==> src/design/kcl_pkg.sv <==
// Package for the keypad code lock: sizes, key and event codes, register
// indexes, the result word layout and the code digit helper.
// No dependencies.
package kcl_pkg;

    localparam int CODE_DIGITS = 4;
    localparam int CNT_W       = $clog2(CODE_DIGITS + 1);
    localparam int IDX_W       = (CODE_DIGITS > 1) ? $clog2(CODE_DIGITS) : 1;
    localparam int CODE_NIBS   = 4;

    localparam logic       OP_KEY  = 1'b0;
    localparam logic       OP_TICK = 1'b1;

    localparam logic [3:0] KEY_LAST_DIGIT = 4'd9;
    localparam logic [3:0] KEY_CLEAR      = 4'd10;
    localparam logic [3:0] KEY_ENTER      = 4'd11;

    localparam logic [1:0] REG_SECRET_CODE = 2'd0;
    localparam logic [1:0] REG_UNLOCK_TICKS = 2'd1;
    localparam logic [1:0] REG_DENY_TICKS  = 2'd2;

    localparam logic [15:0] SECRET_CODE_RST = 16'h6754;
    localparam logic [15:0] UNLOCK_TICKS_RST = 16'd3000;
    localparam logic [15:0] DENY_TICKS_RST  = 16'd1000;

    typedef enum logic [1:0] {
        EV_NONE   = 2'd0,
        EV_GRANT  = 2'd1,
        EV_DENY   = 2'd2,
        EV_RELOCK = 2'd3
    } event_t;

    // packed MSB first: unlocked lands in bit 0
    typedef struct packed {
        logic             accepting_keys;
        logic [2:0]       digit_count;
        event_t           event_res;
        logic             unlocked;
    } result_t;

    localparam int RESULT_W = $bits(result_t);
    localparam int M_DATA_W = ((RESULT_W + 7) / 8) * 8;

    // code digit i sits in nibble CODE_DIGITS-1-i; nibbles past the word read 0
    function automatic logic [3:0] code_digit(input logic [15:0] code, input int i);
        int nib;
        nib = CODE_DIGITS - 1 - i;
        if (nib >= CODE_NIBS || nib < 0) begin
            return 4'd0;
        end
        return code[4*nib +: 4];
    endfunction

endpackage

==> src/design/keypad_code_lock.sv <==
// Keypad code lock top level: config registers, entry and timer state,
// per-word decision logic and an output register with a skid stage.
// Depends on kcl_pkg.
// Each accepted input word yields one registered result word.
// Throughput: one word per cycle while the skid stage is empty; the skid
// stage takes one word while m_tready is low, and s_tready is low while it is
// full. Reset (aresetn low, synchronous) clears the entry, locks the relay,
// zeroes both timers and loads the default code 6754, 3000 unlock ticks and 1000 hold ticks.
module keypad_code_lock (
    input  logic                          aclk,
    input  logic                          aresetn,
    input  logic                          s_tvalid,
    output logic                          s_tready,
    input  logic [7:0]                    s_tdata,   // [3:0] key_code, [7:4] zero
    input  logic                          s_tuser,   // [0] opcode
    output logic                          m_tvalid,
    input  logic                          m_tready,
    output logic [kcl_pkg::M_DATA_W-1:0]  m_tdata,   // [0] unlocked, [2:1] event_res,
                                                      // [5:3] digit_count,
                                                      // [6] accepting_keys, [7] zero
    input  logic                          cfg_valid,
    output logic                          cfg_ready,
    input  logic [1:0]                    cfg_index,
    input  logic [15:0]                   cfg_data
);

    logic [15:0] secret_code_reg;
    logic [15:0] unlock_ticks_reg;
    logic [15:0] deny_ticks_reg;

    logic [3:0]                 digits_reg [kcl_pkg::CODE_DIGITS];
    logic [3:0]                 digits_next [kcl_pkg::CODE_DIGITS];
    logic [kcl_pkg::CNT_W-1:0]  count_reg, count_next;
    logic                       unlock_reg, unlock_next;
    logic [15:0]                unlock_timer_reg, unlock_timer_next;
    logic [15:0]                deny_timer_reg, deny_timer_next;

    logic                       out_valid_reg, skid_valid_reg;
    kcl_pkg::result_t           out_data_reg, skid_data_reg;
    kcl_pkg::result_t           res;
    kcl_pkg::event_t            ev;
    logic                       accept;
    logic                       match;
    logic                       opcode;
    logic [3:0]                 key;

    assign cfg_ready = 1'b1;
    assign s_tready  = !skid_valid_reg;
    assign accept    = s_tvalid && s_tready;
    assign opcode    = s_tuser;
    assign key       = s_tdata[3:0];
    assign m_tvalid  = out_valid_reg;
    assign m_tdata   = kcl_pkg::M_DATA_W'(out_data_reg);

    always_ff @(posedge aclk) begin
        if (!aresetn) begin
            secret_code_reg  <= kcl_pkg::SECRET_CODE_RST;
            unlock_ticks_reg <= kcl_pkg::UNLOCK_TICKS_RST;
            deny_ticks_reg   <= kcl_pkg::DENY_TICKS_RST;
        end else if (cfg_valid && cfg_ready) begin
            case (cfg_index)
                kcl_pkg::REG_SECRET_CODE:  secret_code_reg  <= cfg_data;
                kcl_pkg::REG_UNLOCK_TICKS: unlock_ticks_reg <= cfg_data;
                kcl_pkg::REG_DENY_TICKS:   deny_ticks_reg   <= cfg_data;
                default: ;
            endcase
        end
    end

    always_comb begin
        match = (count_reg == kcl_pkg::CNT_W'(kcl_pkg::CODE_DIGITS));
        for (int i = 0; i < kcl_pkg::CODE_DIGITS; i++) begin
            if (digits_reg[i] != kcl_pkg::code_digit(secret_code_reg, i)) begin
                match = 1'b0;
            end
        end
    end

    always_comb begin
        digits_next       = digits_reg;
        count_next        = count_reg;
        unlock_next       = unlock_reg;
        unlock_timer_next = unlock_timer_reg;
        deny_timer_next   = deny_timer_reg;
        ev                = kcl_pkg::EV_NONE;
        if (accept) begin
            if (opcode == kcl_pkg::OP_TICK) begin
                if (deny_timer_reg != 16'd0) begin
                    deny_timer_next = deny_timer_reg - 16'd1;
                end
                if (unlock_reg) begin
                    if (unlock_timer_reg <= 16'd1) begin
                        unlock_timer_next = 16'd0;
                        unlock_next       = 1'b0;
                        ev                = kcl_pkg::EV_RELOCK;
                    end else begin
                        unlock_timer_next = unlock_timer_reg - 16'd1;
                    end
                end
            end else if (!unlock_reg && deny_timer_reg == 16'd0) begin
                if (key <= kcl_pkg::KEY_LAST_DIGIT) begin
                    if (count_reg < kcl_pkg::CNT_W'(kcl_pkg::CODE_DIGITS)) begin
                        digits_next[count_reg[kcl_pkg::IDX_W-1:0]] = key;
                        count_next = count_reg + kcl_pkg::CNT_W'(1);
                    end
                end else if (key == kcl_pkg::KEY_CLEAR) begin
                    for (int i = 0; i < kcl_pkg::CODE_DIGITS; i++) begin
                        digits_next[i] = 4'd0;
                    end
                    count_next = '0;
                end else if (key == kcl_pkg::KEY_ENTER) begin
                    if (match) begin
                        unlock_next       = 1'b1;
                        unlock_timer_next = unlock_ticks_reg;
                        ev                = kcl_pkg::EV_GRANT;
                    end else begin
                        deny_timer_next = deny_ticks_reg;
                        ev              = kcl_pkg::EV_DENY;
                    end
                    for (int i = 0; i < kcl_pkg::CODE_DIGITS; i++) begin
                        digits_next[i] = 4'd0;
                    end
                    count_next = '0;
                end
            end
        end
        res.unlocked       = unlock_next;
        res.event_res      = ev;
        res.digit_count    = 3'(count_next);
        res.accepting_keys = !unlock_next && (deny_timer_next == 16'd0);
    end

    always_ff @(posedge aclk) begin
        if (!aresetn) begin
            for (int i = 0; i < kcl_pkg::CODE_DIGITS; i++) begin
                digits_reg[i] <= 4'd0;
            end
            count_reg        <= '0;
            unlock_reg       <= 1'b0;
            unlock_timer_reg <= 16'd0;
            deny_timer_reg   <= 16'd0;
        end else begin
            digits_reg       <= digits_next;
            count_reg        <= count_next;
            unlock_reg       <= unlock_next;
            unlock_timer_reg <= unlock_timer_next;
            deny_timer_reg   <= deny_timer_next;
        end
    end

    // output register plus skid stage
    always_ff @(posedge aclk) begin
        if (!aresetn) begin
            out_valid_reg  <= 1'b0;
            skid_valid_reg <= 1'b0;
        end else if (!out_valid_reg || m_tready) begin
            out_valid_reg  <= skid_valid_reg || accept;
            skid_valid_reg <= 1'b0;
        end else if (accept) begin
            skid_valid_reg <= 1'b1;
        end
    end

    always_ff @(posedge aclk) begin
        if (!out_valid_reg || m_tready) begin
            if (skid_valid_reg) begin
                out_data_reg <= skid_data_reg;
            end else if (accept) begin
                out_data_reg <= res;
            end
        end else if (accept) begin
            skid_data_reg <= res;
        end
    end

endmodule

==> config.mk <==
export PLATFORM = sky130hd
export DESIGN_NAME = keypad_code_lock
export DESIGN_NICKNAME = d
export VERILOG_FILES = /design/src/design/kcl_pkg.sv /design/src/design/keypad_code_lock.sv
export SDC_FILE = /design/constraint.sdc
export NUM_CORES = 1
export LEC_CHECK = 0
export BUFFER_PORTS_ARGS = -buffer_cell sky130_fd_sc_hd__buf_2
export CAP_MARGIN = 20
export CORE_AREA = 2 2 148 114
export CTS_CLUSTER_DIAMETER = 100
export CTS_CLUSTER_SIZE = 25
export DETAILED_ROUTE_END_ITERATION = 8
export DIE_AREA = 0 0 150 116
export PLACE_DENSITY = 0.54
export SLEW_MARGIN = 40
export SYNTH_ARGS = -nofsm -noshare
export SYNTH_HDL_FRONTEND = slang
export SYNTH_SLANG_ARGS = --single-unit
export TNS_END_PERCENT = 100
==> constraint.sdc <==
create_clock -name aclk -period 3.1 [get_ports aclk]
set_clock_uncertainty 0.15 [all_clocks]
set_input_delay 0.62 -clock aclk [delete_from_list [all_inputs] [get_ports aclk]]
set_output_delay 0.62 -clock aclk [all_outputs]
set_load 0.01 [all_outputs]
; ---- After elaboration in Yosys (flattened, before gate mapping)
; Index checks and enable logic that the tools add are counted.
[totals]
regBits = 116
in_bits = 32
out_inout_bits = 11
elab_cells = 126
[op_classes]
n_addsub = 3
order_cmp = 5
n_eq_ne = 13
n_mux = 53
n_bitwise = 4
reduce_logical = 27
[op_table]
columns = op, n
row1 = 2-to-1 mux 16 bit, 20
row2 = zero test 16 bit, 2
row3 = "subtractor 16 x 1 -> 16 bit, second input constant", 2
row4 = 2-to-1 mux 3 bit, 7
row5 = bitwise mux 16 bit, 1
row6 = "less-or-equal comparator 16 x 1 -> 1 bit, second input constant", 1
row7 = 2-to-1 mux 2 bit, 8
row8 = inequality test 4 bit, 4
row9 = nonzero test 16 bit, 1
row10 = 2-to-1 mux 7 bit, 2
row11 = 2-to-1 mux 1 bit, 13
row12 = AND reduction 2 bit, 5
row13 = demux 4 bit (select 2 bit), 1
row14 = "equality test 4 bit, second input constant", 2
row15 = nonzero test 2 bit, 4
row16 = AND reduction 7 bit, 1
row17 = AND reduction 5 bit, 1
row18 = "less-or-equal comparator 4 bit, second input constant", 1
row19 = logical AND 1 bit, 4
row20 = zero test 1 bit, 4
row21 = 2-to-1 mux 4 bit, 1
row22 = "inequality test 2 x 1 -> 1 bit, second input constant", 2
row23 = "inequality test 2 bit, second input constant", 2
row24 = "adder 3 x 1 -> 3 bit, second input constant", 1
row25 = 12 further kinds, 15

; ---- Depth between registers and ports, before layout
[logic_depth]
ltp_word = 16
mapped_depth = 11
ltp_nobuf = 10

; ---- Least setup slack after synthesis
; Ideal clock, no wire load.
[synth_timing]
kind = register to register
startpoint = register count_reg[0] (netlist bit)
endpoint = register out_data_reg, in the netlist m_tdata[6], data pin
setup_ps = 180
arrival_time_ps = 2867
required_ps = 2770
path_slack_ps = -97
stages_incl_launch_ff = 12
path_buffers = 2
period_less_slack_ps = 3197
path_cell_list = dfxtp_1 inv_1 ha_1 nand3_1 or4_4 or2_0 buf_2 and2_4 buf_6 a2111o_1 or4_4 o41ai_2
[synth_between]
elab_chain_cells = 16
word_cells_on_any_way = 24
cone_classes = eq/ne: 1 / mux: 20 / reduce/logical: 3
[synth_lines]
columns = element, line_no
row1 = start: declaration, keypad_code_lock.sv:33  ; logic [kcl_pkg::CNT_W-1:0] count_reg, count_next;
row2 = start signal: assignment, keypad_code_lock.sv:144  ; count_reg <= count_next;
row3 = equality test 3 bit (*), keypad_code_lock.sv:71  ; match = (count_reg == kcl_pkg::CNT_W'(kcl_pkg::CODE_DIGITS));
row4 = 2-to-1 mux 1 bit (*) (4 in series), keypad_code_lock.sv:73  ; if (digits_reg[i] != kcl_pkg::code_digit(secret_code_reg, i)) begin
row5 = 2-to-1 mux 16 bit or 2-to-1 mux 1 bit (tied branches), keypad_code_lock.sv:112  ; if (match) begin
row6 = 2-to-1 mux 16 bit or 2-to-1 mux 1 bit (tied branches), keypad_code_lock.sv:111  ; end else if (key == kcl_pkg::KEY_ENTER) begin
row7 = 2-to-1 mux 16 bit or 2-to-1 mux 1 bit (tied branches), keypad_code_lock.sv:106  ; end else if (key == kcl_pkg::KEY_CLEAR) begin
row8 = 2-to-1 mux 16 bit or 2-to-1 mux 1 bit (tied branches), keypad_code_lock.sv:101  ; if (key <= kcl_pkg::KEY_LAST_DIGIT) begin
row9 = 2-to-1 mux 16 bit or 2-to-1 mux 1 bit (tied branches), keypad_code_lock.sv:100  ; end else if (!unlock_reg && deny_timer_reg == 16'd0) begin
row10 = 2-to-1 mux 16 bit or 2-to-1 mux 1 bit (tied branches), keypad_code_lock.sv:87  ; if (opcode == kcl_pkg::OP_TICK) begin
row11 = 2-to-1 mux 16 bit or 2-to-1 mux 1 bit (tied branches), keypad_code_lock.sv:86  ; if (accept) begin
row12 = zero test 16 bit or zero test 1 bit (tied branches), keypad_code_lock.sv:130  ; res.accepting_keys = !unlock_next && (deny_timer_next == 16'd0);
row13 = logical AND 1 bit (*), keypad_code_lock.sv:130
row14 = 2-to-1 mux 7 bit (*), keypad_code_lock.sv:168  ; end else if (accept) begin
row15 = 2-to-1 mux 7 bit (*), keypad_code_lock.sv:166  ; if (skid_valid_reg) begin
row16 = end signal: assignment, keypad_code_lock.sv:167  ; out_data_reg <= skid_data_reg;
row17 = end signal: assignment, keypad_code_lock.sv:169  ; out_data_reg <= res;
row18 = end: declaration, keypad_code_lock.sv:39  ; kcl_pkg::result_t out_data_reg, skid_data_reg;
; Mark *: on every way between the ends. The rest lies on a longest branch, timed or not. The select of a mux whose other input is x is not followed.
; A chain may end at the register's enable or synchronous reset.

; ---- Worst setup path after layout
[layout_timing]
startpoint = register secret_code_reg[10]
endpoint = register out_data_reg, in the netlist m_tdata[6], data pin
[layout_between]
elab_chain_cells = 15
word_cells_on_any_way = 23
cone_classes = eq/ne: 1 / mux: 19 / reduce/logical: 3
[layout_lines]
columns = element, line_no
row1 = start: declaration, keypad_code_lock.sv:27  ; logic [15:0] secret_code_reg;
row2 = start signal: assignment, keypad_code_lock.sv:57  ; secret_code_reg <= kcl_pkg::SECRET_CODE_RST;
row3 = start signal: assignment, keypad_code_lock.sv:62  ; kcl_pkg::REG_SECRET_CODE: secret_code_reg <= cfg_data;
row4 = inequality test 4 bit (*), keypad_code_lock.sv:73
row5 = 2-to-1 mux 1 bit (*) (3 in series), keypad_code_lock.sv:73
row6 = 2-to-1 mux 16 bit or 2-to-1 mux 1 bit (tied branches), keypad_code_lock.sv:112
row7 = 2-to-1 mux 16 bit or 2-to-1 mux 1 bit (tied branches), keypad_code_lock.sv:111
row8 = 2-to-1 mux 16 bit or 2-to-1 mux 1 bit (tied branches), keypad_code_lock.sv:106
row9 = 2-to-1 mux 16 bit or 2-to-1 mux 1 bit (tied branches), keypad_code_lock.sv:101
row10 = 2-to-1 mux 16 bit or 2-to-1 mux 1 bit (tied branches), keypad_code_lock.sv:100
row11 = 2-to-1 mux 16 bit or 2-to-1 mux 1 bit (tied branches), keypad_code_lock.sv:87
row12 = 2-to-1 mux 16 bit or 2-to-1 mux 1 bit (tied branches), keypad_code_lock.sv:86
row13 = zero test 16 bit or zero test 1 bit (tied branches), keypad_code_lock.sv:130
row14 = logical AND 1 bit (*), keypad_code_lock.sv:130
row15 = 2-to-1 mux 7 bit (*), keypad_code_lock.sv:168
row16 = 2-to-1 mux 7 bit (*), keypad_code_lock.sv:166
; Marks and branches as above.

==> metrics.txt <==
max_cap viols=0; Syn Nets=710; IO Count=43; average wire per cell in the routed design=16.3 um; Post-Synthesis Cells=671; Slowest cell on crit path=or4_4; CP Data Arrival Time=3130 ps; Post-synth EDFFs=14; Crit path depth=8; design area=6880 um^2; count of cell types in the netlist=61; multi-input logic area=2870 um^2; Chip Height=116 um; Vias=5108; Ys Warns=0; register area=2470 um^2; most used cell, CP=or4_4; flops & latches, synth=116; CTS Buf Count=17; Fin Hold WS=305 ps; vias in the first global route=4741; GR Util All Layers=18.5%; Final GP Congestion=0.838; CP Max Fanout=4; CP Class=flip-flop to flip-flop; Congestion Overflow GR=0; DRC viols=0; Fillers=1629; count of final hold-check violations=0; HPWL Detailed=11500 um; DR pass1 iterations=5; Worst-Skew Late Latency=410 ps; CP required=3190 ps; Hold-fix buffers, CTS=0; drt first-iter violations=395; RSZ-0062 raised after global routing=yes; DR vias/cell=5.32; Hold Path Class=flip-flop to flip-flop; Leakage=2.75 nW; most common cell after layout, fill and taps aside=nand2_1; fin crit period=3050 ps; Synth async-reset ratio=0%; Max Buffers Root-to-Sink=2; initial antenna violation count=0; Power per Cell Area=824 nW/um^2; post-route ant nets=0; Final nets=777; clock slew at reported path FFs=50 ps; CORE AREA=15800 um^2; CTS root buf=clkbuf_16; sequence of cells on the critical path=xnor2_2, nand4_1, or4_4, or2_4, a41o_1, a2111o_1, or4_4, o41ai_4; Pwr Total=5.67 mW; final setup fails=0; Final Cycle Share=98.2%; first-pass GRT wire length=24700 um; hold path depth=2; R2R depth=8; WP buf/inv=0; total routed wirelength=15700 um; Seq/Total Area, Yosys=44.8%; die area=17400 um^2; Die W=150 um; Port Buffers=36; Worst slew margin=51.8%; n_diodes=0; Starting Density=34.8%; Startpoint Class=flip-flop; placed cell area=6200 um^2; TritonCTS clock tree=done; Post-Synthesis Cell Area=5500 um^2; most frequent cells in the layout=132 x nand2_1, 97 x dfxtp_1, 60 x a21oi_1, 54 x nor2_1, 49 x buf_4; status=completed; Layout area overhead=25.2%; clock sinks=116; Crit path max-delay family=simple AND/OR/NAND/NOR gates; Synth Area per Inst=8.19 um^2; largest net degree at the start of global routing=58; Fmax=328 MHz; Max stage delay on crit path=560 ps; Core Rows=40; H-tree lvl count=4; Worst Tran Pin Value=723 ps; fin. max-slew vios=0; Setup crit end kind=flip-flop; ys flop type=dfxtp_1; VDD IR-drop max=0.000426 V; layout cells sized above 1=20.1%
-- logic make-up after synthesis --
group / share of synthesized area [%]
simple gates: 26.6
compound gates: 16.3
flops: 44.8
buf+inv: 4.35
xor+xnor: 3.66
mux: 2.57
fa+ha+maj: 1.59
other cells: 0.137
-- path summary, 6_finish.rpt --
check | startpoint | endpoint | slack [ps]
max | secret_code_reg[10]$_SDFFE_PN1P_ | m_tdata[6]$_DFFE_PP_ | 50
min | unlock_ticks_reg[14]$_SDFFE_PN0P_ | unlock_ticks_reg[14]$_SDFFE_PN0P_ | 310
max reg2reg | secret_code_reg[10]$_SDFFE_PN1P_ | m_tdata[6]$_DFFE_PP_ | 50
min reg2reg | unlock_ticks_reg[14]$_SDFFE_PN0P_ | unlock_ticks_reg[14]$_SDFFE_PN0P_ | 310
-- area by class of cell --
| type | instances | share of cell area (%) |
|---|---|---|
| Multi-Input combinational cell | 496 | 41.7 |
| Sequential cell | 116 | 35.9 |
| Timing Repair Buffer | 87 | 8.54 |
| Clock buffer | 25 | 7.67 |
| Tap cell | 210 | 3.82 |
| Clock inverter | 7 | 1.33 |
| Inverter | 20 | 1.09 |
-- worst min-delay path: cells and delay by family (launching register included) --
kind               cells  cell delay, ps
DFF                    1             310
and+or+nand+nor        1              50
AOI/OAI and AO/OA      1              50
-- Yosys cell counts, types with 4 or more instances --
cell type	count	area, um^2
xor2_1	4	35.0
or3_1	4	25.0
nor3_1	18	90.1
clkbuf_1	32	120
inv_1	19	71.3
dfxtp_1	102	2040
xnor2_1	19	166
nand3_1	40	200
a22oi_1	19	143
and3_1	4	25.0
mux2_2	9	101
o21ai_0	23	115
nand2b_1	4	25.0
ha_1	7	87.6
nor2_1	54	203
nand2_1	132	495
a211oi_1	5	37.5
mux2i_1	4	40.0
and2_1	7	43.8
nand4_1	7	43.8
edfxtp_1	14	420
nor4_1	6	37.5
o211ai_1	8	60.1
a21oi_1	61	305
and4_1	4	35.0
o21ai_1	4	20.0
-- per-stage QoR --
step | util (%) | worst slack, ps | setup TNS [ps] | instances
final | 43.5 | 54.3 | 0 | 961
after global routing | 43.5 | -22.6 | -22.6 | 961
after CTS | 43.2 | 47.6 | 0 | 961
after detailed placement | 39.2 | -69.5 | -69.5 | 929
after global placement | 39.2 | -66.4 | -66.4 | 929
after floorplan | - | 4.22 | 0 | 671
-- where the power goes --
part           internal, mW  switching (mW)
registers              1.67           0.115
clock network          1.34           0.673
logic                 0.816            1.06
-- routing by layer --
metal	up-vias	GRT usage (%)	wire, um
met3	22	4.80	1030
met2	171	27.5	6830
li1	2496	-	-
met1	2419	26.1	7570
met5	-	0	0
met4	0	6.29	221
-- what timing repair did --
item,4_1_cts,5_1_grt
endpoints found under the setup margin,2,5
buffers inserted,0,0
gates resized for setup,3,12
pin swaps,2,2
Note: power is estimated with default switching activity, not from simulation.
